## src/rtl/core/kaic_pkg.sv

```systemverilog
// ----------------------------------------------------------------------------
// kaic_pkg: shared types and constants of the knob, ADC and attach conditioner
// Field widths, register indexes, reset values and the structures that
// pass between the configuration registers, the datapath and the top level.
// ----------------------------------------------------------------------------
package kaic_pkg;

  // Field widths
  localparam int ENC_W   = 16;
  localparam int LEVEL_W = 12;
  localparam int CNT_W   = 8;
  localparam int STEP_W  = 15;

  // Configuration port
  localparam int CFG_IDX_W  = 3;
  localparam int CFG_DATA_W = 16;

  // Register indexes
  localparam logic [CFG_IDX_W-1:0] REG_ATTACH_CONFIRM = 3'd0;
  localparam logic [CFG_IDX_W-1:0] REG_MAX_STEP       = 3'd1;
  localparam logic [CFG_IDX_W-1:0] REG_DEADBAND       = 3'd2;
  localparam logic [CFG_IDX_W-1:0] REG_LEVEL_THRESH   = 3'd3;
  localparam logic [CFG_IDX_W-1:0] REG_MODE_CONFIRM   = 3'd4;
  localparam logic [CFG_IDX_W-1:0] REG_SECOND_ON      = 3'd5;
  localparam logic [CFG_IDX_W-1:0] REG_FIRST_ON       = 3'd6;

  // Register reset values
  localparam logic [CNT_W-1:0]   RST_ATTACH_CONFIRM = 8'd3;
  localparam logic [STEP_W-1:0]  RST_MAX_STEP       = 15'd32;
  localparam logic [CNT_W-1:0]   RST_DEADBAND       = 8'd1;
  localparam logic [LEVEL_W-1:0] RST_LEVEL_THRESH   = 12'd16;
  localparam logic [CNT_W-1:0]   RST_MODE_CONFIRM   = 8'd8;
  localparam logic [LEVEL_W-1:0] RST_SECOND_ON      = 12'd2800;
  localparam logic [LEVEL_W-1:0] RST_FIRST_ON       = 12'd2200;

  // Saturation limit of the confirmation counters
  localparam logic [CNT_W-1:0] CNT_MAX = 8'hFF;

  // Mode codes
  localparam logic MODE_FIRST  = 1'b0;
  localparam logic MODE_SECOND = 1'b1;

  // Configuration register set
  typedef struct packed {
    logic [CNT_W-1:0]   attach_confirm_count;
    logic [STEP_W-1:0]  max_step;
    logic [CNT_W-1:0]   deadband;
    logic [LEVEL_W-1:0] level_change_threshold;
    logic [CNT_W-1:0]   mode_confirm_count;
    logic [LEVEL_W-1:0] second_mode_on_level;
    logic [LEVEL_W-1:0] first_mode_on_level;
  } cfg_t;

  // One poll sample
  typedef struct packed {
    logic [ENC_W-1:0]   encoder_count;
    logic [LEVEL_W-1:0] adc_sample;
    logic               attach_pin;
  } sample_t;

  // One conditioned result
  typedef struct packed {
    logic                    any_change;
    logic signed [ENC_W-1:0] count_step;
    logic [LEVEL_W-1:0]      knob_level;
    logic                    level_report;
    logic                    mode_select;
    logic                    mode_switch;
    logic                    attach_event;
  } result_t;

endpackage

```

## src/rtl/core/kaic_ifs.sv

```systemverilog
// ----------------------------------------------------------------------------
// kaic interfaces: valid/ready channels of the conditioner
// Sample input channel, result output channel and configuration write channel.
// ----------------------------------------------------------------------------

// Poll sample channel
interface kaic_sample_if;
  logic                          valid;
  logic                          ready;
  logic [kaic_pkg::ENC_W-1:0]    encoder_count;
  logic [kaic_pkg::LEVEL_W-1:0]  adc_sample;
  logic                          attach_pin;

  modport source (output valid, encoder_count, adc_sample, attach_pin, input ready);
  modport sink   (input valid, encoder_count, adc_sample, attach_pin, output ready);
endinterface

// Result channel
interface kaic_result_if;
  logic                                 valid;
  logic                                 ready;
  logic                                 any_change;
  logic signed [kaic_pkg::ENC_W-1:0]    count_step;
  logic [kaic_pkg::LEVEL_W-1:0]         knob_level;
  logic                                 level_report;
  logic                                 mode_select;
  logic                                 mode_switch;
  logic                                 attach_event;

  modport source (output valid, any_change, count_step, knob_level, level_report,
                  mode_select, mode_switch, attach_event, input ready);
  modport sink   (input valid, any_change, count_step, knob_level, level_report,
                  mode_select, mode_switch, attach_event, output ready);
endinterface

// Configuration write channel
interface kaic_cfg_if;
  logic                              valid;
  logic                              ready;
  logic [kaic_pkg::CFG_IDX_W-1:0]    index;
  logic [kaic_pkg::CFG_DATA_W-1:0]   data;

  modport source (output valid, index, data, input ready);
  modport sink   (input valid, index, data, output ready);
endinterface

```

## src/rtl/core/kaic_cfg_regs.sv

```systemverilog
// ----------------------------------------------------------------------------
// kaic_cfg_regs: configuration register file
// Holds the seven tuning registers; a write transfer updates one of them and
// an index beyond the list is dropped.
// ----------------------------------------------------------------------------
module kaic_cfg_regs (
  input  logic             clk,
  input  logic             rst,
  kaic_cfg_if.sink         cfg,
  output kaic_pkg::cfg_t   regs
);
  import kaic_pkg::*;

  // The register file is always able to take a write.
  assign cfg.ready = 1'b1;

  // Register writes, masked to each register's width.
  always_ff @(posedge clk) begin
    if (rst) begin
      regs.attach_confirm_count   <= RST_ATTACH_CONFIRM;
      regs.max_step               <= RST_MAX_STEP;
      regs.deadband               <= RST_DEADBAND;
      regs.level_change_threshold <= RST_LEVEL_THRESH;
      regs.mode_confirm_count     <= RST_MODE_CONFIRM;
      regs.second_mode_on_level   <= RST_SECOND_ON;
      regs.first_mode_on_level    <= RST_FIRST_ON;
    end else if (cfg.valid) begin
      case (cfg.index)
        REG_ATTACH_CONFIRM: regs.attach_confirm_count   <= cfg.data[CNT_W-1:0];
        REG_MAX_STEP:       regs.max_step               <= cfg.data[STEP_W-1:0];
        REG_DEADBAND:       regs.deadband               <= cfg.data[CNT_W-1:0];
        REG_LEVEL_THRESH:   regs.level_change_threshold <= cfg.data[LEVEL_W-1:0];
        REG_MODE_CONFIRM:   regs.mode_confirm_count     <= cfg.data[CNT_W-1:0];
        REG_SECOND_ON:      regs.second_mode_on_level   <= cfg.data[LEVEL_W-1:0];
        REG_FIRST_ON:       regs.first_mode_on_level    <= cfg.data[LEVEL_W-1:0];
        default: ;
      endcase
    end
  end

endmodule

```

## src/rtl/core/kaic_core.sv

```systemverilog
// ----------------------------------------------------------------------------
// kaic_core: conditioning datapath and its state
// Computes one result from the registered sample and the running state, and
// updates the state when the result is loaded into the output register.
// ----------------------------------------------------------------------------
module kaic_core (
  input  logic                clk,
  input  logic                rst,
  input  logic                load,
  input  kaic_pkg::sample_t   item,
  input  kaic_pkg::cfg_t      regs,
  output kaic_pkg::result_t   res
);
  import kaic_pkg::*;

  // Running state
  logic               primed;
  logic [ENC_W-1:0]   last_count;
  logic               attach_state;
  logic [CNT_W-1:0]   attach_count;
  logic [LEVEL_W-1:0] filtered_level;
  logic [LEVEL_W-1:0] reported_level;
  logic [CNT_W-1:0]   mode_count;
  logic               current_mode;

  logic               attach_state_next;
  logic [CNT_W-1:0]   attach_count_next;
  logic [LEVEL_W-1:0] filtered_level_next;
  logic [LEVEL_W-1:0] reported_level_next;
  logic [CNT_W-1:0]   mode_count_next;
  logic               current_mode_next;

  // Working values
  logic                    inserted;
  logic [ENC_W-1:0]        base_count;
  logic                    base_attach;
  logic [CNT_W-1:0]        base_attach_cnt;
  logic [LEVEL_W-1:0]      base_filt;
  logic [LEVEL_W-1:0]      base_rep;
  logic [CNT_W-1:0]        base_mode_cnt;
  logic                    base_mode;
  logic [CNT_W-1:0]        attach_inc;
  logic [CNT_W-1:0]        mode_inc;
  logic                    attach_ev;
  logic [STEP_W-1:0]       filt_sum;
  logic [ENC_W-1:0]        diff;
  logic signed [ENC_W:0]   wide_diff;
  logic signed [ENC_W:0]   limit;
  logic signed [ENC_W:0]   clamped;
  logic signed [ENC_W:0]   magnitude;
  logic signed [ENC_W-1:0] delta;
  logic [LEVEL_W-1:0]      level_dist;
  logic                    adc_upd;
  logic                    target;
  logic                    mode_req;
  logic                    req_mode;

  always_comb begin
    inserted = ~item.attach_pin;

    // The first sample after reset seeds the state it is then compared with.
    base_count      = primed ? last_count     : item.encoder_count;
    base_attach     = primed ? attach_state   : inserted;
    base_attach_cnt = primed ? attach_count   : '0;
    base_filt       = primed ? filtered_level : item.adc_sample;
    base_rep        = primed ? reported_level : item.adc_sample;
    base_mode_cnt   = primed ? mode_count     : '0;
    base_mode       = primed ? current_mode   : MODE_FIRST;

    // Attach debounce: a differing pin level must persist for the confirm count.
    attach_inc        = (base_attach_cnt == CNT_MAX) ? base_attach_cnt
                                                     : base_attach_cnt + 1'b1;
    attach_state_next = base_attach;
    attach_count_next = '0;
    attach_ev         = 1'b0;
    if (inserted != base_attach) begin
      if (attach_inc >= regs.attach_confirm_count) begin
        attach_state_next = inserted;
        attach_ev         = inserted;
      end else begin
        attach_count_next = attach_inc;
      end
    end

    // 7/8 IIR: (7 * level + sample) / 8, never beyond 15 bits.
    filt_sum = ({3'b000, base_filt} << 3) - {3'b000, base_filt}
             + {3'b000, item.adc_sample};
    filtered_level_next = filt_sum[STEP_W-1:3];

    // Wrapped counter delta, clamped to the step limit, then deadbanded.
    diff      = item.encoder_count - base_count;
    wide_diff = {diff[ENC_W-1], diff};
    limit     = {2'b00, regs.max_step};
    if (wide_diff > limit) begin
      clamped = limit;
    end else if (wide_diff < -limit) begin
      clamped = -limit;
    end else begin
      clamped = wide_diff;
    end
    magnitude = (clamped < 0) ? -clamped : clamped;
    if (magnitude <= $signed({{(ENC_W+1-CNT_W){1'b0}}, regs.deadband})) begin
      delta = '0;
    end else begin
      delta = clamped[ENC_W-1:0];
    end

    // Level report once the filtered level has moved far enough.
    level_dist = (filtered_level_next > base_rep) ? filtered_level_next - base_rep
                                                  : base_rep - filtered_level_next;
    adc_upd = (filtered_level_next != base_rep) &&
              (level_dist >= regs.level_change_threshold);
    reported_level_next = adc_upd ? filtered_level_next : base_rep;

    // Mode hysteresis with a confirmation count.
    target = base_mode;
    if (base_mode == MODE_FIRST) begin
      if (filtered_level_next >= regs.second_mode_on_level) target = MODE_SECOND;
    end else begin
      if (filtered_level_next <= regs.first_mode_on_level) target = MODE_FIRST;
    end
    mode_inc          = (base_mode_cnt == CNT_MAX) ? base_mode_cnt : base_mode_cnt + 1'b1;
    current_mode_next = base_mode;
    mode_count_next   = '0;
    mode_req          = 1'b0;
    req_mode          = MODE_FIRST;
    if (target != base_mode) begin
      if (mode_inc >= regs.mode_confirm_count) begin
        current_mode_next = target;
        mode_req          = 1'b1;
        req_mode          = target;
      end else begin
        mode_count_next = mode_inc;
      end
    end

    // Result
    res.any_change   = (delta != '0) || adc_upd || mode_req || attach_ev;
    res.count_step   = delta;
    res.knob_level   = filtered_level_next;
    res.level_report = adc_upd;
    res.mode_select  = req_mode;
    res.mode_switch  = mode_req;
    res.attach_event = attach_ev;
  end

  // State update, one sample per load.
  always_ff @(posedge clk) begin
    if (rst) begin
      primed         <= 1'b0;
      last_count     <= '0;
      attach_state   <= 1'b0;
      attach_count   <= '0;
      filtered_level <= '0;
      reported_level <= '0;
      mode_count     <= '0;
      current_mode   <= MODE_FIRST;
    end else if (load) begin
      primed         <= 1'b1;
      last_count     <= item.encoder_count;
      attach_state   <= attach_state_next;
      attach_count   <= attach_count_next;
      filtered_level <= filtered_level_next;
      reported_level <= reported_level_next;
      mode_count     <= mode_count_next;
      current_mode   <= current_mode_next;
    end
  end

endmodule

```

## src/rtl/core/knob_adc_attach_input_conditioner_top.sv

```systemverilog
// ----------------------------------------------------------------------------
// knob_adc_attach_input_conditioner_top: knob, ADC and attach conditioner
// Turns poll samples into clamped encoder deltas, a filtered knob level with
// change reports, debounced attach events and hysteretic mode requests.
// ----------------------------------------------------------------------------
// Usage:
//   samples : valid/ready channel, one poll sample (encoder_count, adc_sample,
//             attach_pin) per transfer.
//   results : valid/ready channel, exactly one result per accepted sample,
//             in order.
//   cfg     : write channel, index 0..6 selects a tuning register; always
//             ready. Write only while no sample is in flight.
// A sample transfer loads the input register; once the result register is
// free, the sample moves on and its result is loaded into the result
// register, from which it is offered. The datapath is a single combinational
// pass between them, so while the receiver does not stall one sample per
// clock is taken and one result per clock is delivered.
// While the receiver stalls, the held result stays in the output register and
// one further sample can still be taken into the input register; after that
// samples.ready falls until the result is taken.
// A synchronous reset empties both registers, restores the register defaults
// and clears the running state; the first sample afterwards seeds it.
// ----------------------------------------------------------------------------
module knob_adc_attach_input_conditioner_top (
  input  logic          clk,
  input  logic          rst,
  kaic_sample_if.sink   samples,
  kaic_result_if.source results,
  kaic_cfg_if.sink      cfg
);
  import kaic_pkg::*;

  cfg_t    regs;
  sample_t s1_item;
  logic    s1_valid;
  logic    out_valid;
  result_t out_res;
  result_t core_res;
  logic    s2_free;
  logic    s1_adv;
  logic    in_xfer;

  // Configuration registers
  kaic_cfg_regs u_cfg_regs (
    .clk  (clk),
    .rst  (rst),
    .cfg  (cfg),
    .regs (regs)
  );

  // Handshake between the input register and the result register.
  assign s2_free       = !out_valid || results.ready;
  assign s1_adv        = s1_valid && s2_free;
  assign samples.ready = !s1_valid || s2_free;
  assign in_xfer       = samples.valid && samples.ready;

  // Input register
  always_ff @(posedge clk) begin
    if (rst) begin
      s1_valid <= 1'b0;
    end else if (in_xfer) begin
      s1_valid <= 1'b1;
    end else if (s1_adv) begin
      s1_valid <= 1'b0;
    end
  end

  always_ff @(posedge clk) begin
    if (in_xfer) begin
      s1_item.encoder_count <= samples.encoder_count;
      s1_item.adc_sample    <= samples.adc_sample;
      s1_item.attach_pin    <= samples.attach_pin;
    end
  end

  // Datapath and running state
  kaic_core u_core (
    .clk  (clk),
    .rst  (rst),
    .load (s1_adv),
    .item (s1_item),
    .regs (regs),
    .res  (core_res)
  );

  // Result register
  always_ff @(posedge clk) begin
    if (rst) begin
      out_valid <= 1'b0;
    end else if (s1_adv) begin
      out_valid <= 1'b1;
    end else if (results.ready) begin
      out_valid <= 1'b0;
    end
  end

  always_ff @(posedge clk) begin
    if (s1_adv) begin
      out_res <= core_res;
    end
  end

  assign results.valid        = out_valid;
  assign results.any_change   = out_res.any_change;
  assign results.count_step   = out_res.count_step;
  assign results.knob_level   = out_res.knob_level;
  assign results.level_report = out_res.level_report;
  assign results.mode_select  = out_res.mode_select;
  assign results.mode_switch  = out_res.mode_switch;
  assign results.attach_event = out_res.attach_event;

  // A sample taken in is held until it moves on to the result register.
  a_s1_held: assert property (@(posedge clk) disable iff (rst)
    s1_valid && !s2_free |=> s1_valid)
    else $error("sample lost from the input register");

  // A transfer on the sample channel always fills the input register.
  a_s1_fill: assert property (@(posedge clk) disable iff (rst)
    in_xfer |=> s1_valid)
    else $error("accepted sample not registered");

  // Moving a sample on always presents a result in the next cycle.
  a_out_fill: assert property (@(posedge clk) disable iff (rst)
    s1_adv |=> results.valid)
    else $error("result missing after datapath pass");

  // Reset leaves no result on the output channel.
  a_rst_empty: assert property (@(posedge clk)
    rst |=> !results.valid && !s1_valid)
    else $error("pipeline not empty after reset");

endmodule

```

## src/flat_wrapper.sv

```systemverilog
// flat-port wrapper written by rule: the top's interface ports become plain ports
module knob_adc_attach_input_conditioner_top_flat import kaic_pkg::*;
  (clk, rst, samples_valid, samples_encoder_count, samples_adc_sample, samples_attach_pin, samples_ready, results_valid, results_any_change, results_count_step, results_knob_level, results_level_report, results_mode_select, results_mode_switch, results_attach_event, results_ready, cfg_valid, cfg_index, cfg_data, cfg_ready);
  kaic_sample_if samples_i ();
  kaic_result_if results_i ();
  kaic_cfg_if cfg_i ();
  input  logic clk;
  input  logic rst;
  input wire logic [$bits(samples_i.valid)-1:0] samples_valid;
  input wire logic [$bits(samples_i.encoder_count)-1:0] samples_encoder_count;
  input wire logic [$bits(samples_i.adc_sample)-1:0] samples_adc_sample;
  input wire logic [$bits(samples_i.attach_pin)-1:0] samples_attach_pin;
  output wire logic [$bits(samples_i.ready)-1:0] samples_ready;
  output wire logic [$bits(results_i.valid)-1:0] results_valid;
  output wire logic [$bits(results_i.any_change)-1:0] results_any_change;
  output wire logic [$bits(results_i.count_step)-1:0] results_count_step;
  output wire logic [$bits(results_i.knob_level)-1:0] results_knob_level;
  output wire logic [$bits(results_i.level_report)-1:0] results_level_report;
  output wire logic [$bits(results_i.mode_select)-1:0] results_mode_select;
  output wire logic [$bits(results_i.mode_switch)-1:0] results_mode_switch;
  output wire logic [$bits(results_i.attach_event)-1:0] results_attach_event;
  input wire logic [$bits(results_i.ready)-1:0] results_ready;
  input wire logic [$bits(cfg_i.valid)-1:0] cfg_valid;
  input wire logic [$bits(cfg_i.index)-1:0] cfg_index;
  input wire logic [$bits(cfg_i.data)-1:0] cfg_data;
  output wire logic [$bits(cfg_i.ready)-1:0] cfg_ready;
  assign samples_i.valid = samples_valid;
  assign samples_i.encoder_count = samples_encoder_count;
  assign samples_i.adc_sample = samples_adc_sample;
  assign samples_i.attach_pin = samples_attach_pin;
  assign samples_ready = samples_i.ready;
  assign results_valid = results_i.valid;
  assign results_any_change = results_i.any_change;
  assign results_count_step = results_i.count_step;
  assign results_knob_level = results_i.knob_level;
  assign results_level_report = results_i.level_report;
  assign results_mode_select = results_i.mode_select;
  assign results_mode_switch = results_i.mode_switch;
  assign results_attach_event = results_i.attach_event;
  assign results_i.ready = results_ready;
  assign cfg_i.valid = cfg_valid;
  assign cfg_i.index = cfg_index;
  assign cfg_i.data = cfg_data;
  assign cfg_ready = cfg_i.ready;
  knob_adc_attach_input_conditioner_top u_core (.clk(clk), .rst(rst), .samples(samples_i), .results(results_i), .cfg(cfg_i));
endmodule
```

## config.mk

```make
export PLATFORM = sky130hd
export DESIGN_NAME = knob_adc_attach_input_conditioner_top_flat
export DESIGN_NICKNAME = d
export VERILOG_FILES = /design/src/rtl/core/kaic_pkg.sv /design/src/rtl/core/kaic_ifs.sv /design/src/rtl/core/kaic_cfg_regs.sv /design/src/rtl/core/kaic_core.sv /design/src/rtl/core/knob_adc_attach_input_conditioner_top.sv /design/src/flat_wrapper.sv
export SDC_FILE = /design/constraint.sdc
export NUM_CORES = 1
export LEC_CHECK = 0
export BUFFER_PORTS_ARGS = -buffer_cell sky130_fd_sc_hd__buf_2
export CAP_MARGIN = 20
export CORE_ASPECT_RATIO = 0.8
export CORE_UTILIZATION = 35
export DETAILED_ROUTE_END_ITERATION = 8
export PLACE_DENSITY_LB_ADDON = 0.12
export SYNTH_ARGS = -nofsm -noshare
export SYNTH_HDL_FRONTEND = slang
export SYNTH_SLANG_ARGS = --single-unit
```

## constraint.sdc

```tcl
create_clock -name clk -period 22.8 [get_ports clk]
set_input_delay 4.56 -clock clk [delete_from_list [all_inputs] [get_ports clk]]
set_output_delay 4.56 -clock clk [all_outputs]
set_load 0.05 [all_outputs]
```

==> flow_summary_export.csv <==
group,metric,value,unit
outcome,status,"finished, final reports clean",
worst_hold_path,hold_path_end,"u_core.u_core.reported_level[2]",
die,rows,64,
clock_tree,cts_resized,0,
routing,first_pass_iters,5,
routing,drc,0,
clock_tree,clk_path_buf_depth,2,
global_route,grt_pass1_wl,61900,um
routing,drt-total-wl,39200,um
timing,slew_headroom,29.1,%
yosys,synth_edf_count,62,
worst_setup_path,critical_path_required,22970,ps
global_route,overflow,0,
routing,wl_met1,21300,um
die,die-area,40000,um^2
worst_setup_path,critPathLaunchType,"flip-flop",
finish,syn2layout_area_growth,10.5,%
placement,gp_congestion,0.874,
global_route,track_usage,20.0,%
timing,final.setup.tns,0,ps
timing,worst_pin_slew,1060,ps
timing,finalSetupViolations,0,
yosys,synth_top_area_share,19.8,%
finish,final_common_cell,"nand2_1",
die,die_y,179,um
routing,highest_layer,"met5",
routing,dr_total_vias,11900,
yosys,syn-num-nets,1915,
routing,wl_met2,15300,um
worst_setup_path,cp_num_buf_inv,3,
finish,final_cell_mix,"278 x nand2_1, 214 x a21oi_1, 148 x inv_1, 148 x ha_1, 135 x dfxtp_1",
global_route,antenna_found_initial,2,
yosys,ys_types,77,
timing,fmax,98.5,MHz
worst_setup_path,critical-path-top-delay-family,"simple AND/OR/NAND/NOR gates",
pwr,combPwrFrac,56.8,%
pwr,powerDensity,112,nW/um^2
finish,nNetsFinal,1958,
worst_hold_path,hold_depth,2,
finish,fillCellCount,3928,
clock_tree,cts_hold_buf,0,
pwr,total_power,1690,uW
worst_setup_path,rr_startpoint,"u_core.u_core.primed",
routing,dr_wl_met3,2300,um
worst_setup_path,criticalPathCategory,"flip-flop to flip-flop",
worst_setup_path,reg2reg_depth,33,
timing,rsz0062_at_grt,"false",
routing,first_iter_violations,906,
worst_hold_path,hold_start,"u_core.u_core.reported_level[2]",
run,drv_cap,0,
pwr,p_sw,773,uW
placement,dp_hpwl,28400,um
yosys,ys_top_cells_by_area,"dfxtp_1 20%, edfxtp_1 14%, ha_1 13%",
worst_setup_path,slowest_stage,"dfxtp_2",
clock_tree,cts-root-buf,"clkbuf_16",
timing,hold_viol_final,0,
worst_setup_path,critPathMaxFanout,43,
yosys,synth_top_area_cell,"dfxtp_1",
clock_tree,cts_buffers,17,
yosys,yosysWarnings,0,
yosys,syn_avg_cell_area,8.07,um^2
yosys,ys.flop_type,"dfxtp_1",
die,core-area,38400,um^2
worst_setup_path,worstPathArrival,10320,ps
routing,post_drt_wl_per_cell,17.4,um
clock_tree,clock-sinks,198,
clock_tree,clk_latency,460,ps
pwr,power.leakage,0.00629,uW
yosys,async_flop_share,0,%
global_route,grt_max_degree,80,
timing,period_share,44.5,%
pwr,peakVddDrop,110,uV
clock_tree,cts_setup_buffers,0,
routing,routed_via_density,5.30,
worst_setup_path,end_kind,"flip-flop",
die,initial_core_util,35.7,%
clock_tree,cts_tree,"built",
pwr,sw_frac_of_total,45.6,%
yosys,seq_area_frac_synth,33.4,%
worst_setup_path,crit_path_max_incr_delay,900,ps
global_route,first_global_vias,11000,
clock_tree,clk_pin_slew_worst_paths,70,ps
yosys,syn_area,13700,um^2
pwr,internal_power,921,uW
yosys,ys_ff_latch,198,
pwr,seqPwrFrac,25.2,%
finish,seqCellArea,4590,um^2
timing,clock_skew,8.83,ps
finish,multi_input_area,8290,um^2
worst_setup_path,r2r_end,"u_core.results.any_change",
routing,detail-route-antenna-nets,0,
timing,period_minus_slack,10150,ps
die,top_level_ports,89,
clock_tree,cts_max_level,4,
placement,portBuffers,86,
finish,drive_above_1_share,8.88,%
worst_setup_path,rrSetupSlack,12650,ps
worst_hold_path,min_path_type,"flip-flop to flip-flop",
pwr,pwr-share-clk,18.0,%
yosys,synthCells,1702,
timing,drv_slew,0,
die,die_x,223,um
routing by layer:
layer  global-route usage, %  up-vias
li1                        -     5971
met1                    30.7     5647
met2                    28.5      294
met3                    4.33       19
met4                    3.34        2
met5                       0        -
cell families after synthesis:
kind of cell | synth area share [%]
AOI/OAI and AO/OA | 18.6
xor gates and xnor gates | 4.12
adders and majority gates | 15.2
buffers and inverters | 6.31
DFF | 33.4
muxes | 2.21
other | 0.0273
and+or+nand+nor | 20.1
worst max-delay path by stage:
stage,to,slack (ps),depth (start not counted),startpoint
2_1_floorplan,samples_ready,13180,2,results_ready
3_3_place_gp,u_core.results.any_change,12630,33,u_core.u_core.primed
3_5_place_dp,u_core.results.any_change,12650,35,u_core.u_core.primed
4_1_cts,u_core.results.any_change,12630,35,u_core.u_core.primed
5_1_grt,u_core.results.any_change,11870,36,u_core.u_core.primed
6_report,u_core.results.any_change,12650,33,u_core.u_core.primed
Yosys cell counts (9+ instances only):
library cell and n:
nand3b_1 16, nand2b_1 26, nor3_1 25, and3_1 12
mux2_2 10, nand2_1 278, xor2_1 25, and2_1 9
o211ai_1 20, ha_1 148, inv_1 149, clkbuf_1 67
a21o_1 23, nand4_1 14, edfxtp_1 62, nor2_1 124
mux2i_1 19, nand3_1 34, a21oi_1 215, xnor2_1 37
dfxtp_1 136, o21ai_0 48, fa_1 12, nor2b_1 34
a31oi_1 10, a211oi_1 16, a22oi_1 16
through the flow:
| stage | utilization (%) | hold WS (ps) | cell area [um^2] | setup WS [ps] | cells |
|---|---|---|---|---|---|
| after floorplan | - | 432 | 13700 | 13180 | 1702 |
| after global placement | 38.0 | 438 | 14600 | 12630 | 2221 |
| after detailed placement | 38.0 | 443 | 14600 | 12650 | 2221 |
| after CTS | 39.5 | 454 | 15200 | 12630 | 2252 |
| after global routing | 39.5 | 470 | 15200 | 11870 | 2252 |
| final | 39.5 | 455 | 15200 | 12650 | 2253 |
power by group through the flow:
stage	Clock (uW)	Combinational [uW]	Sequential [uW]
global route	329	1080	431
CTS	317	960	427
finish	305	963	426
global placement	0	941	434
detailed placement	0	953	434
floorplan	0	661	466
flip-flops by register name, indices dropped and copies added (netlist names), 8 cells and up:
register                      flops
u_core.u_core.reported_level     12
u_core.s1_item                   29
u_core.u_core.filtered_level     12
u_core.u_core.mode_count          8
u_core.u_core.last_count         16
u_core.u_cfg_regs.regs           75
u_core.results.knob_level        12
u_core.results.count_step        16
u_core.u_core.attach_count        8
area by class of cell:
| cell class | instances | share of cell area, % |
|---|---|---|
| Antenna cell | 1 | 0.0165 |
| Sequential cell | 198 | 30.2 |
| Multi-Input combinational cell | 1278 | 54.6 |
| Clock buffer | 23 | 3.36 |
| Timing Repair Buffer | 100 | 3.55 |
| Tap cell | 495 | 4.08 |
| Inverter | 150 | 3.71 |
| Clock inverter | 8 | 0.412 |
worst min-delay path, cell delays in order, from the launching register on:
cell and delay, ps:
dfxtp_1 310, nand2_1 50, a21oi_1 50
(Power assumes the default switching activity.)
